## config.mk

```make
export PLATFORM = sky130hd
export DESIGN_NAME = periodic_task_tick_scheduler_unit_flat
export DESIGN_NICKNAME = d
export VERILOG_FILES = /design/src/design/ptts_pkg.sv /design/src/design/ptts_if.sv /design/src/design/periodic_task_tick_scheduler_unit.sv /design/src/design/ptts_ram.sv /design/src/design/ptts_mod.sv /design/src/flat_wrapper.sv
export SDC_FILE = /design/constraint.sdc
export NUM_CORES = 1
export LEC_CHECK = 0
export BUFFER_PORTS_ARGS = -buffer_cell sky130_fd_sc_hd__buf_2
export CAP_MARGIN = 15
export CORE_UTILIZATION = 60
export CTS_BUF_LIST = sky130_fd_sc_hd__clkbuf_4 sky130_fd_sc_hd__clkbuf_8 sky130_fd_sc_hd__clkbuf_16
export CTS_CLUSTER_SIZE = 10
export DETAILED_ROUTE_END_ITERATION = 12
export HOLD_SLACK_MARGIN = 0.02
export PLACE_DENSITY = 0.84
export SYNTH_ARGS = -nofsm -noshare
export SYNTH_HDL_FRONTEND = slang
export SYNTH_HIERARCHICAL = 1
export SYNTH_SLANG_ARGS = --single-unit
```

## constraint.sdc

```tcl
create_clock -name clock -period 7.06 [get_ports clock]
set_clock_uncertainty 0.15 [all_clocks]
set_input_delay 0 -clock clock [delete_from_list [all_inputs] [get_ports clock]]
set_output_delay 0 -clock clock [all_outputs]
set_load 0.02 [all_outputs]
```

## src/design/ptts_pkg.sv

```systemverilog
// Package for the periodic task tick scheduler: sizes, request and status codes,
// the controller state type and the status bundle of the serial remainder unit.
// Depends on nothing; the other files of the block, all but ptts_ram, refer to it by scoped names.
package ptts_pkg;

   localparam int NUM_SLOTS    = 16;
   localparam int SLOT_W       = (NUM_SLOTS > 1) ? $clog2(NUM_SLOTS) : 1;
   localparam int IDX_W        = $clog2(NUM_SLOTS + 1);
   localparam int SLOT_FIELD_W = 4;
   localparam int PER_W        = 16;
   localparam int DLY_W        = 16;
   localparam int ENTRY_W      = PER_W + DLY_W;
   localparam int TICK_W       = 32;
   localparam int MOD_CNT_W    = $clog2(TICK_W + 1);

   // request kinds
   localparam logic REQ_REGISTER = 1'b0;
   localparam logic REQ_TICK     = 1'b1;

   // register status codes
   localparam logic ST_OK   = 1'b0;
   localparam logic ST_FAIL = 1'b1;

   typedef enum logic [2:0] {
      S_IDLE,
      S_REG,
      S_RD,
      S_CHK,
      S_DIV,
      S_FIRE,
      S_MARK
   } state_type;

   typedef struct packed {
      logic busy;
      logic done;
      logic rem_zero;
   } mod_stat_type;

endpackage

```

## src/design/ptts_if.sv

```systemverilog
// Valid/ready channel interfaces for the scheduler's request and response sides.
// Depends on ptts_pkg for the field widths.
interface ptts_req_if;
   logic                                  valid;
   logic                                  ready;
   logic                                  req_type;
   logic [ptts_pkg::SLOT_FIELD_W-1:0]     slot;
   logic [ptts_pkg::PER_W-1:0]            period;
   logic [ptts_pkg::DLY_W-1:0]            first_delay;

   modport source (output valid, req_type, slot, period, first_delay, input ready);
   modport sink   (input valid, req_type, slot, period, first_delay, output ready);
endinterface

interface ptts_rsp_if;
   logic                                  valid;
   logic                                  ready;
   logic                                  reg_status;
   logic                                  fire_valid;
   logic [ptts_pkg::SLOT_FIELD_W-1:0]     fire_slot;
   logic                                  last;

   modport source (output valid, reg_status, fire_valid, fire_slot, last, input ready);
   modport sink   (input valid, reg_status, fire_valid, fire_slot, last, output ready);
endinterface

```

## src/design/periodic_task_tick_scheduler_unit.sv

```systemverilog
// Periodic task tick scheduler, top level: slot table, walk controller, response register.
// Depends on ptts_pkg, ptts_if (channels), ptts_ram and ptts_mod.

// One request is taken at a time; the request side is ready only while the controller is
// idle, and a finished response may still be waiting in the output register then. For a
// register request the status transfer is loaded in the cycle after acceptance (later if
// the previous response has not been taken). A tick walks the slots in ascending order:
// a free slot is skipped; an occupied slot is read from the table, and while it is still
// counting down its delay the delay is written back less one; a slot with a zero period
// is passed over; an eligible slot gets the bit-serial remainder of the tick count by its
// period and a fire transfer when that remainder is zero. The serial remainder unit, 32
// dividend bits at one bit a cycle, takes the bulk of the walk. Every tick ends with a
// marker transfer (last set) and then advances the tick count, which starts at one and
// wraps at 32 bits. Period and delay live in a small RAM with no reset; occupancy bits
// are flops cleared by reset.
module periodic_task_tick_scheduler_unit (
   input  logic       clock,
   input  logic       reset,
   ptts_req_if.sink   req_chan,
   ptts_rsp_if.source rsp_chan
);

   ptts_pkg::state_type state_ff, state_in;

   // latched request
   logic [ptts_pkg::SLOT_FIELD_W-1:0] item_slot_ff, item_slot_in;
   logic [ptts_pkg::PER_W-1:0]        item_period_ff, item_period_in;
   logic [ptts_pkg::DLY_W-1:0]        item_delay_ff, item_delay_in;

   // walk state
   logic [ptts_pkg::IDX_W-1:0]        idx_ff, idx_in;
   logic [ptts_pkg::NUM_SLOTS-1:0]    slot_used_ff, slot_used_in;
   logic [ptts_pkg::TICK_W-1:0]       tick_count_ff, tick_count_in;

   // response register
   logic                              rsp_valid_ff, rsp_valid_in;
   logic                              rsp_status_ff, rsp_status_in;
   logic                              rsp_fire_ff, rsp_fire_in;
   logic [ptts_pkg::SLOT_FIELD_W-1:0] rsp_slot_ff, rsp_slot_in;
   logic                              rsp_last_ff, rsp_last_in;

   // table RAM and remainder unit hookup
   logic                              ram_wr_en;
   logic [ptts_pkg::SLOT_W-1:0]       ram_wr_addr;
   logic [ptts_pkg::ENTRY_W-1:0]      ram_wr_data;
   logic                              ram_rd_en;
   logic [ptts_pkg::ENTRY_W-1:0]      ram_rd_data;
   logic [ptts_pkg::PER_W-1:0]        ent_period;
   logic [ptts_pkg::DLY_W-1:0]        ent_delay;
   logic                              mod_start;
   ptts_pkg::mod_stat_type            mod_stat;

   logic                              req_xfer;
   logic                              out_free;
   logic [ptts_pkg::SLOT_W-1:0]       used_addr;
   logic                              used_bit;
   logic                              slot_in_range;
   logic                              walk_end;

   assign req_xfer = req_chan.valid && req_chan.ready;
   // output register can take a new transfer this cycle
   assign out_free = !rsp_valid_ff || rsp_chan.ready;

   // single read port on the occupancy bits: request slot while registering, else walk index
   assign used_addr     = (state_ff == ptts_pkg::S_REG) ? ptts_pkg::SLOT_W'(item_slot_ff)
                                                        : idx_ff[ptts_pkg::SLOT_W-1:0];
   assign used_bit      = slot_used_ff[used_addr];
   assign slot_in_range = (int'(item_slot_ff) < ptts_pkg::NUM_SLOTS);
   assign walk_end      = (idx_ff == ptts_pkg::IDX_W'(ptts_pkg::NUM_SLOTS));

   assign ent_period = ram_rd_data[ptts_pkg::ENTRY_W-1:ptts_pkg::DLY_W];
   assign ent_delay  = ram_rd_data[ptts_pkg::DLY_W-1:0];

   ptts_ram #(
      .WIDTH (ptts_pkg::ENTRY_W),
      .DEPTH (ptts_pkg::NUM_SLOTS)
   ) u_table (
      .clock   (clock),
      .wr_en   (ram_wr_en),
      .wr_addr (ram_wr_addr),
      .wr_data (ram_wr_data),
      .rd_en   (ram_rd_en),
      .rd_addr (idx_ff[ptts_pkg::SLOT_W-1:0]),
      .rd_data (ram_rd_data)
   );

   ptts_mod u_mod (
      .clock    (clock),
      .reset    (reset),
      .start    (mod_start),
      .dividend (tick_count_ff),
      .divisor  (ent_period),
      .stat     (mod_stat)
   );

   always_comb begin
      state_in       = state_ff;
      item_slot_in   = item_slot_ff;
      item_period_in = item_period_ff;
      item_delay_in  = item_delay_ff;
      idx_in         = idx_ff;
      slot_used_in   = slot_used_ff;
      tick_count_in  = tick_count_ff;
      rsp_valid_in   = rsp_valid_ff && !rsp_chan.ready;
      rsp_status_in  = rsp_status_ff;
      rsp_fire_in    = rsp_fire_ff;
      rsp_slot_in    = rsp_slot_ff;
      rsp_last_in    = rsp_last_ff;
      ram_wr_en      = 1'b0;
      ram_wr_addr    = idx_ff[ptts_pkg::SLOT_W-1:0];
      ram_wr_data    = {ent_period, ent_delay - 1'b1};
      ram_rd_en      = 1'b0;
      mod_start      = 1'b0;

      case (state_ff)
         ptts_pkg::S_IDLE: begin
            if (req_xfer) begin
               item_slot_in   = req_chan.slot;
               item_period_in = req_chan.period;
               item_delay_in  = req_chan.first_delay;
               idx_in         = '0;
               state_in       = (req_chan.req_type == ptts_pkg::REQ_REGISTER)
                                ? ptts_pkg::S_REG : ptts_pkg::S_RD;
            end
         end
         ptts_pkg::S_REG: begin
            if (out_free) begin
               // range is checked before occupancy
               rsp_status_in = ptts_pkg::ST_FAIL;
               if (slot_in_range && !used_bit) begin
                  slot_used_in[used_addr] = 1'b1;
                  ram_wr_en     = 1'b1;
                  ram_wr_addr   = used_addr;
                  ram_wr_data   = {item_period_ff, item_delay_ff};
                  rsp_status_in = ptts_pkg::ST_OK;
               end
               rsp_valid_in = 1'b1;
               rsp_fire_in  = 1'b0;
               rsp_slot_in  = '0;
               rsp_last_in  = 1'b1;
               state_in     = ptts_pkg::S_IDLE;
            end
         end
         ptts_pkg::S_RD: begin
            if (walk_end) begin
               state_in = ptts_pkg::S_MARK;
            end else if (!used_bit) begin
               idx_in = idx_ff + 1'b1;
            end else begin
               ram_rd_en = 1'b1;
               state_in  = ptts_pkg::S_CHK;
            end
         end
         ptts_pkg::S_CHK: begin
            if (ent_delay != '0) begin
               // still counting down: write back delay - 1
               ram_wr_en = 1'b1;
               idx_in    = idx_ff + 1'b1;
               state_in  = ptts_pkg::S_RD;
            end else if (ent_period == '0) begin
               idx_in   = idx_ff + 1'b1;
               state_in = ptts_pkg::S_RD;
            end else begin
               mod_start = 1'b1;
               state_in  = ptts_pkg::S_DIV;
            end
         end
         ptts_pkg::S_DIV: begin
            if (mod_stat.done) begin
               if (mod_stat.rem_zero) begin
                  state_in = ptts_pkg::S_FIRE;
               end else begin
                  idx_in   = idx_ff + 1'b1;
                  state_in = ptts_pkg::S_RD;
               end
            end
         end
         ptts_pkg::S_FIRE: begin
            if (out_free) begin
               rsp_valid_in  = 1'b1;
               rsp_status_in = ptts_pkg::ST_OK;
               rsp_fire_in   = 1'b1;
               rsp_slot_in   = ptts_pkg::SLOT_FIELD_W'(idx_ff);
               rsp_last_in   = 1'b0;
               idx_in        = idx_ff + 1'b1;
               state_in      = ptts_pkg::S_RD;
            end
         end
         ptts_pkg::S_MARK: begin
            if (out_free) begin
               rsp_valid_in  = 1'b1;
               rsp_status_in = ptts_pkg::ST_OK;
               rsp_fire_in   = 1'b0;
               rsp_slot_in   = '0;
               rsp_last_in   = 1'b1;
               tick_count_in = tick_count_ff + 1'b1;
               state_in      = ptts_pkg::S_IDLE;
            end
         end
         default: begin
            state_in = ptts_pkg::S_IDLE;
         end
      endcase
   end

   always_ff @(posedge clock) begin
      if (reset) begin
         state_ff <= ptts_pkg::S_IDLE;
      end else begin
         state_ff <= state_in;
      end
   end

   always_ff @(posedge clock) begin
      if (reset) begin
         slot_used_ff  <= '0;
         tick_count_ff <= ptts_pkg::TICK_W'(1);
         rsp_valid_ff  <= 1'b0;
      end else begin
         slot_used_ff  <= slot_used_in;
         tick_count_ff <= tick_count_in;
         rsp_valid_ff  <= rsp_valid_in;
      end
      item_slot_ff   <= item_slot_in;
      item_period_ff <= item_period_in;
      item_delay_ff  <= item_delay_in;
      idx_ff         <= idx_in;
      rsp_status_ff  <= rsp_status_in;
      rsp_fire_ff    <= rsp_fire_in;
      rsp_slot_ff    <= rsp_slot_in;
      rsp_last_ff    <= rsp_last_in;
   end

   assign req_chan.ready      = (state_ff == ptts_pkg::S_IDLE);
   assign rsp_chan.valid      = rsp_valid_ff;
   assign rsp_chan.reg_status = rsp_status_ff;
   assign rsp_chan.fire_valid = rsp_fire_ff;
   assign rsp_chan.fire_slot  = rsp_slot_ff;
   assign rsp_chan.last       = rsp_last_ff;

   // tick count advances exactly when the marker transfer is loaded
   a_tick_adv: assert property (@(posedge clock) disable iff (reset)
      (state_ff == ptts_pkg::S_MARK && out_free)
      |=> (tick_count_ff == $past(tick_count_ff) + 1'b1))
      else $error("tick count did not advance with marker");

   // waiting on the remainder unit only while it is working or reporting
   a_div_live: assert property (@(posedge clock) disable iff (reset)
      (state_ff == ptts_pkg::S_DIV) |-> (mod_stat.busy || mod_stat.done))
      else $error("remainder wait with idle unit");

   // a fire transfer never carries the last marker
   a_fire_form: assert property (@(posedge clock) disable iff (reset)
      (state_ff == ptts_pkg::S_FIRE && out_free)
      |=> (rsp_valid_ff && rsp_fire_ff && !rsp_last_ff))
      else $error("malformed fire transfer");

   // occupied slots are never released
   a_used_keep: assert property (@(posedge clock) disable iff (reset)
      1'b1 |=> ((slot_used_ff & $past(slot_used_ff)) == $past(slot_used_ff)))
      else $error("slot occupancy cleared");

endmodule

```

## src/design/ptts_ram.sv

```systemverilog
// Generic single-write, single-read RAM with registered read data.
// Standalone; holds the period and delay of each task slot.
module ptts_ram #(
   parameter int WIDTH = 32,
   parameter int DEPTH = 16
) (
   input  logic                                         clock,
   input  logic                                         wr_en,
   input  logic [((DEPTH > 1) ? $clog2(DEPTH) : 1)-1:0] wr_addr,
   input  logic [WIDTH-1:0]                             wr_data,
   input  logic                                         rd_en,
   input  logic [((DEPTH > 1) ? $clog2(DEPTH) : 1)-1:0] rd_addr,
   output logic [WIDTH-1:0]                             rd_data
);

   logic [WIDTH-1:0] mem_ff [DEPTH];
   logic [WIDTH-1:0] rd_data_ff;

   always_ff @(posedge clock) begin
      if (wr_en) begin
         mem_ff[wr_addr] <= wr_data;
      end
      if (rd_en) begin
         rd_data_ff <= mem_ff[rd_addr];
      end
   end

   assign rd_data = rd_data_ff;

endmodule

```

## src/design/ptts_mod.sv

```systemverilog
// Bit-serial remainder unit: tick count modulo a slot period, one dividend bit per cycle.
// Depends on ptts_pkg for widths and the status bundle.
module ptts_mod (
   input  logic                          clock,
   input  logic                          reset,
   input  logic                          start,
   input  logic [ptts_pkg::TICK_W-1:0]   dividend,
   input  logic [ptts_pkg::PER_W-1:0]    divisor,
   output ptts_pkg::mod_stat_type        stat
);

   logic [ptts_pkg::TICK_W-1:0]    shift_ff, shift_in;
   logic [ptts_pkg::PER_W-1:0]     rem_ff, rem_in;
   logic [ptts_pkg::PER_W-1:0]     div_ff, div_in;
   logic [ptts_pkg::MOD_CNT_W-1:0] cnt_ff, cnt_in;
   logic                           busy_ff, busy_in;
   logic                           done_ff, done_in;
   logic [ptts_pkg::PER_W:0]       rem_shift;
   logic [ptts_pkg::PER_W:0]       diff;

   // restoring step: bring in the next dividend bit, subtract if it fits
   assign rem_shift = {rem_ff, shift_ff[ptts_pkg::TICK_W-1]};
   assign diff      = rem_shift - {1'b0, div_ff};

   always_comb begin
      shift_in = shift_ff;
      rem_in   = rem_ff;
      div_in   = div_ff;
      cnt_in   = cnt_ff;
      busy_in  = busy_ff;
      done_in  = 1'b0;
      if (start) begin
         shift_in = dividend;
         div_in   = divisor;
         rem_in   = '0;
         cnt_in   = ptts_pkg::MOD_CNT_W'(ptts_pkg::TICK_W);
         busy_in  = 1'b1;
      end else if (busy_ff) begin
         shift_in = {shift_ff[ptts_pkg::TICK_W-2:0], 1'b0};
         rem_in   = (rem_shift >= {1'b0, div_ff}) ? diff[ptts_pkg::PER_W-1:0]
                                                  : rem_shift[ptts_pkg::PER_W-1:0];
         cnt_in   = cnt_ff - 1'b1;
         if (cnt_ff == ptts_pkg::MOD_CNT_W'(1)) begin
            busy_in = 1'b0;
            done_in = 1'b1;
         end
      end
   end

   always_ff @(posedge clock) begin
      if (reset) begin
         busy_ff <= 1'b0;
         done_ff <= 1'b0;
      end else begin
         busy_ff <= busy_in;
         done_ff <= done_in;
      end
      shift_ff <= shift_in;
      rem_ff   <= rem_in;
      div_ff   <= div_in;
      cnt_ff   <= cnt_in;
   end

   assign stat.busy     = busy_ff;
   assign stat.done     = done_ff;
   assign stat.rem_zero = (rem_ff == '0);

endmodule

```

## src/flat_wrapper.sv

```systemverilog
// flat-port wrapper written by rule: the top's interface ports become plain ports
module periodic_task_tick_scheduler_unit_flat 
  (clock, reset, req_chan_valid, req_chan_req_type, req_chan_slot, req_chan_period, req_chan_first_delay, req_chan_ready, rsp_chan_valid, rsp_chan_reg_status, rsp_chan_fire_valid, rsp_chan_fire_slot, rsp_chan_last, rsp_chan_ready);
  ptts_req_if req_chan_i ();
  ptts_rsp_if rsp_chan_i ();
  input  logic clock;
  input  logic reset;
  input wire logic [$bits(req_chan_i.valid)-1:0] req_chan_valid;
  input wire logic [$bits(req_chan_i.req_type)-1:0] req_chan_req_type;
  input wire logic [$bits(req_chan_i.slot)-1:0] req_chan_slot;
  input wire logic [$bits(req_chan_i.period)-1:0] req_chan_period;
  input wire logic [$bits(req_chan_i.first_delay)-1:0] req_chan_first_delay;
  output wire logic [$bits(req_chan_i.ready)-1:0] req_chan_ready;
  output wire logic [$bits(rsp_chan_i.valid)-1:0] rsp_chan_valid;
  output wire logic [$bits(rsp_chan_i.reg_status)-1:0] rsp_chan_reg_status;
  output wire logic [$bits(rsp_chan_i.fire_valid)-1:0] rsp_chan_fire_valid;
  output wire logic [$bits(rsp_chan_i.fire_slot)-1:0] rsp_chan_fire_slot;
  output wire logic [$bits(rsp_chan_i.last)-1:0] rsp_chan_last;
  input wire logic [$bits(rsp_chan_i.ready)-1:0] rsp_chan_ready;
  assign req_chan_i.valid = req_chan_valid;
  assign req_chan_i.req_type = req_chan_req_type;
  assign req_chan_i.slot = req_chan_slot;
  assign req_chan_i.period = req_chan_period;
  assign req_chan_i.first_delay = req_chan_first_delay;
  assign req_chan_ready = req_chan_i.ready;
  assign rsp_chan_valid = rsp_chan_i.valid;
  assign rsp_chan_reg_status = rsp_chan_i.reg_status;
  assign rsp_chan_fire_valid = rsp_chan_i.fire_valid;
  assign rsp_chan_fire_slot = rsp_chan_i.fire_slot;
  assign rsp_chan_last = rsp_chan_i.last;
  assign rsp_chan_i.ready = rsp_chan_ready;
  periodic_task_tick_scheduler_unit u_core (.clock(clock), .reset(reset), .req_chan(req_chan_i), .rsp_chan(rsp_chan_i));
endmodule
```

Word level (Yosys, flattened, before mapping). Memory sizes are Yosys's and may differ from the RTL's. A register that Yosys moved wholly into a read port is not among the register bits. Cells that the tools add are included.

Bits in registers: 172. Memory bits (writable): 512. Bits of input ports: 41. Output and inout bits: 9. Word-level logic and storage cells: 135. Memories: 1.

Memory list: u_core.u_table.mem_ff (words 16, width 32, read ports 1, clocked after memory_dff 1, wr ports 1, RTL line ptts_ram.sv:16) `logic [WIDTH-1:0] mem_ff [DEPTH];`.

Add/sub/neg operators: 5. Magnitude comparators: 3. Eq/ne operators: 19. Muxes and demuxes: 61. Bitwise gates (word level): 3. Reductions and logical operators: 25.

Operators with widths (count): $mux W32 (5); $mux W5 (8); $add A32 B1 Y32 const B (1); $logic_not A16 Y1 (2); $mux W3 (9); $pmux W5 S5 (1); $mux W4 (6); $mux W1 (22); $pmux W3 S6 (1); $ge A17 B16 Y1 (1); $mux W16 (1); $or A16 B16 Y16 (1); $reduce_bool A16 Y1 (1); $sub A16 B1 Y16 const B (1); $sub A16 B16 Y16 (1); $ne A2 B2 Y1 const B (5); $eq A3 B3 Y1 const B (3); $reduce_and A3 Y1 (3); $ne A2 B1 Y1 const B (4); $pmux W1 S2 (4); $pmux W4 S2 (1); $reduce_and A8 Y1 (1); $eq A3 B2 Y1 const B (2); $eq A6 B1 Y1 const B (1); 21 further kinds (31).

Longest topological paths before layout.
Depth after elaboration: 9. Gate-level depth with buffers: 12. Mapped depth without buffers: 10.

Cells and area by module. Netlist, hierarchy kept.

Modules (own cells, without submodules): ptts_ram (instances 1, cells each 838, area an instance 20156.8 µm², sequential area each 16335.7 µm²); periodic_task_tick_scheduler_unit (instances 1, cells each 498, area an instance 5286.3 µm², sequential area each 2482.4 µm²); ptts_mod (instances 1, cells each 336, area an instance 3764.9 µm², sequential area each 1921.8 µm²).

Least setup slack after synthesis. Ideal clock, no wire load.

Kind: register to register. Start point: register u_core/idx_ff[0] in the netlist's numbering. End point: memory u_core.u_table.mem_ff[0][0] (enable). Library setup time: 461 ps. Arrival: 5040 ps. Data required time: 6449 ps. Slack: 1409 ps. Cell stages (with the launch flop): 10. Path buffers: 2. Clock period less this slack: 5651 ps. Path through: edfxtp_1 -> buf_6 -> mux4_2 -> mux2_2 -> mux2_4 -> a211o_1 -> buf_6 -> mux2_1 -> or3b_2 -> nor3_1.

Elaborated cells between the ends (all ways): 11. Those cells by class: mux: 11.

RTL lines: start: declaration (RTL line periodic_task_tick_scheduler_unit.sv:31) `logic [ptts_pkg::IDX_W-1:0] idx_ff, idx_in;`; start signal: assignment (RTL line periodic_task_tick_scheduler_unit.sv:227) `idx_ff <= idx_in;`; $mux W4 (RTL line periodic_task_tick_scheduler_unit.sv:65) `assign used_addr = (state_ff == ptts_pkg::S_REG) ? ptts_pkg::SLOT_W'(item_slot_ff)`; $bmux W1 S4 (RTL line periodic_task_tick_scheduler_unit.sv:67) `assign used_bit = slot_used_ff[used_addr];`; $mux W1 (implied by the code) (RTL line periodic_task_tick_scheduler_unit.sv:67); $mux W4 (RTL line periodic_task_tick_scheduler_unit.sv:130) `if (slot_in_range && !used_bit) begin`; $mux W4 (RTL line periodic_task_tick_scheduler_unit.sv:127) `if (out_free) begin`; $mux W4 (RTL line periodic_task_tick_scheduler_unit.sv:115) `case (state_ff)`; named net u_core.ram_wr_addr, one bit (RTL line periodic_task_tick_scheduler_unit.sv:44) `logic [ptts_pkg::SLOT_W-1:0] ram_wr_addr;`; end: declaration (RTL line ptts_ram.sv:16).

The timed path passes the listed nets, and every way through them passes these cells. The select of a mux whose other input is x is not followed.

Worst setup path after layout.
Start point: register u_core.state_ff[0]. End point: memory u_core.u_table.mem_ff[6][2] (enable).

Elaborated cells between the ends (all ways): 13. Those cells by class: eq/ne: 2; mux: 11.

RTL lines: start: declaration (RTL line periodic_task_tick_scheduler_unit.sv:23) `ptts_pkg::state_type state_ff, state_in;`; start signal: assignment (RTL line periodic_task_tick_scheduler_unit.sv:208) `state_ff <= ptts_pkg::S_IDLE;`; start signal: assignment (RTL line periodic_task_tick_scheduler_unit.sv:210) `state_ff <= state_in;`; $eq A3 B1 Y1 * (RTL line periodic_task_tick_scheduler_unit.sv:65, periodic_task_tick_scheduler_unit.sv:115); $mux W4 (RTL line periodic_task_tick_scheduler_unit.sv:65); $bmux W1 S4 (RTL line periodic_task_tick_scheduler_unit.sv:67); $mux W1 (implied by the code) (RTL line periodic_task_tick_scheduler_unit.sv:67); $mux W4 (RTL line periodic_task_tick_scheduler_unit.sv:130); $mux W4 (RTL line periodic_task_tick_scheduler_unit.sv:127); $mux W4 * (RTL line periodic_task_tick_scheduler_unit.sv:115); named net u_core.ram_wr_addr, one bit (RTL line periodic_task_tick_scheduler_unit.sv:44).

The timed path passes the listed nets; every way through them passes the cells marked *. The select of a mux whose other input is x is not followed.

==> results.cfg <==
[floorplan]
initial_core_util_pct = 61.03
die_w_um = 222.6
die_h_um = 222.6
core_region_area_mm2 = 0.04785
io_pins = 50
row_count = 80
die_area_mm2 = 0.04955

[worst_setup_path]
crit_arrival_ns = 5.27
start_kind = register
worstSetupPathType = register to register
cp_max_fo = 32
critPathRequiredTime_ns = 7.14
r2r_cells = 7
worstSetupEndpointType = register

[cells_and_area]
syn_to_final_growth_pct = 14.10
final_cell_mix = edfxtp_1, mux4_2, clkbuf_16, nand2_1
drive_gt1_share_pct = 22.31
antenna_cells = 0
fin_nets = 1891
final_common_cell = edfxtp_1

[routing]
wire_per_inst_um = 27.10
vias = 16290
ant_nets = 0
drt_first_iter_violations = 1846
via_per_inst = 6.615
drtPass1Iterations = 5
wirelength_um = 66730
drc_errors = 0

[timing]
timing.final.crit_share_pct = 73.53
post-route-min-period_ns = 5.191
setup_slack_ns = 1.869
tightest_slew_ns = 1.286
fin_tns_setup_ns = 0
finalSetupViolations = 0
hold_viol_final = 0
maxSlewViolCount = 0
fmax_mhz = 192.6
relSlewSlack_pct = 14.08
rsz0062_at_grt = false

[cts]
clock-sinks = 716
cts.clk_slew.worst_paths_ns = 0.06
numCtsBuffers = 82
cts_tree = done
cts_root_buf = clkbuf_16
h-tree-depth = 3
insertion_delay_ns = 0.62
ctsLongestPathBuffers = 3

[power_and_ir_drop]
leakage_nw = 11.02
vdd_drop_max_uv = 246.3
power.total_mw = 10.16
pwr_density_cell_mw_per_mm2 = 305.1

[synthesis]
syn_inst = 1671
yosysWarnings = 6
syn_area_per_cell_um2 = 17.47
syn_nets = 1736
synthesis.area_mm2 = 0.02920

[global_routing]
antenna_found_initial = 0
grt_use_total_pct = 27.29
grt_max_degree = 58
grt_pass1_wl_um = 100500
overflow = 0
grt_pass1_vias = 16920

[place]
preCtsSetupSlack_ns = 1.910
place_congestion = 0.8634
io_buffers = 49
dp_hpwl_um = 35520

[outcome]
outcome = finished clean

[min_path]
holdPathStages = 4
hold_path_class = input port to register

[flow_run]
max_cap_violations = 0
-- repair_timing --
action,4_1_cts,5_1_grt
hold buffers,76,0
setup buffers,0,0
resized for setup,0,0
setup endpoints to repair,0,0
endpoints found under the hold margin,87,0
-- flip-flops by register name (all words and copies together) (netlist names), 3 cells and up --
name and count:
u_core/u_mod/div_ff 16, u_core/idx_ff 5, u_core/rsp_chan.fire_slot 4, u_core/u_mod/rem_ff 16, u_core/tick_count_ff 32, u_core/item_slot_ff 4
u_core/u_mod/cnt_ff 6, u_core/u_mod/shift_ff 32, u_core/state_ff 3, u_core/item_delay_ff 16, u_core/u_table/mem_ff 512, u_core/item_period_ff 16
u_core/u_table/rd_data 32, u_core/slot_used_ff 16
-- final timing paths --
| path | from | end | slack [ns] |
|---|---|---|---|
| hold reg to reg | u_core/slot_used_ff[2]$_SDFFE_PP0P_ | u_core/slot_used_ff[2]$_SDFFE_PP0P_ | 0.34 |
| setup / recovery | u_core/state_ff[0]$_SDFFE_PP0P_ | u_core/u_table/mem_ff[6][2]$_DFFE_PP_ | 1.87 |
| setup reg to reg | u_core/state_ff[0]$_SDFFE_PP0P_ | u_core/u_table/mem_ff[6][2]$_DFFE_PP_ | 1.87 |
| hold / removal | rsp_chan_ready | u_core/rsp_chan.reg_status$_SDFFCE_PP0P_ | 0.24 |
-- worst max-delay path: stages, from the launching register on --
cell and delay, ns:
dfxtp_1 0.68, nor3b_2 0.64, mux2_2 0.45, nor3_1 0.26, a211o_2 0.66, mux2_1 0.44
nand3b_1 0.44, nor2_4 1.06
-- area by class of cell --
| cell class | count | area, um2 |
|---|---|---|
| clock buffers | 101 | 2236 |
| clock inverters | 4 | 75.07 |
| fillers | 2872 | 14530 |
| inverters | 47 | 176.4 |
| multi-input cells | 829 | 8035 |
| flip-flops and latches | 716 | 20740 |
| well taps | 615 | 769.5 |
| repair buffers | 150 | 1286 |
-- stage by stage --
step | cell area (um2) | instances | util [%] | hold WS [ns]
2_1_floorplan | 29200 | 1671 | - | -0.07762
3_3_place_gp | 30120 | 2276 | 62.94 | 0.02649
3_5_place_dp | 30120 | 2276 | 62.94 | 0.02808
4_1_cts | 33190 | 2457 | 69.36 | 0.2114
5_1_grt | 33320 | 2462 | 69.64 | 0.2411
6_report | 33320 | 2462 | 69.64 | 0.2434
-- per-layer routing --
metal,routed length [um],track usage [%],vias to the layer above
met1,25200,34.91,8340
met4,2277,11.10,0
met5,0,0,-
met2,34080,46.26,843
met3,5165,5.118,159
li1,-,-,6945
-- report_power, final --
part / internal [mW] / switching [mW]
Clock: 2.21 / 1.57
Sequential: 4.87 / 0.0836
Combinational: 0.589 / 0.851
Total: 7.66 / 2.50
Power figures use the tool's default switching activity.
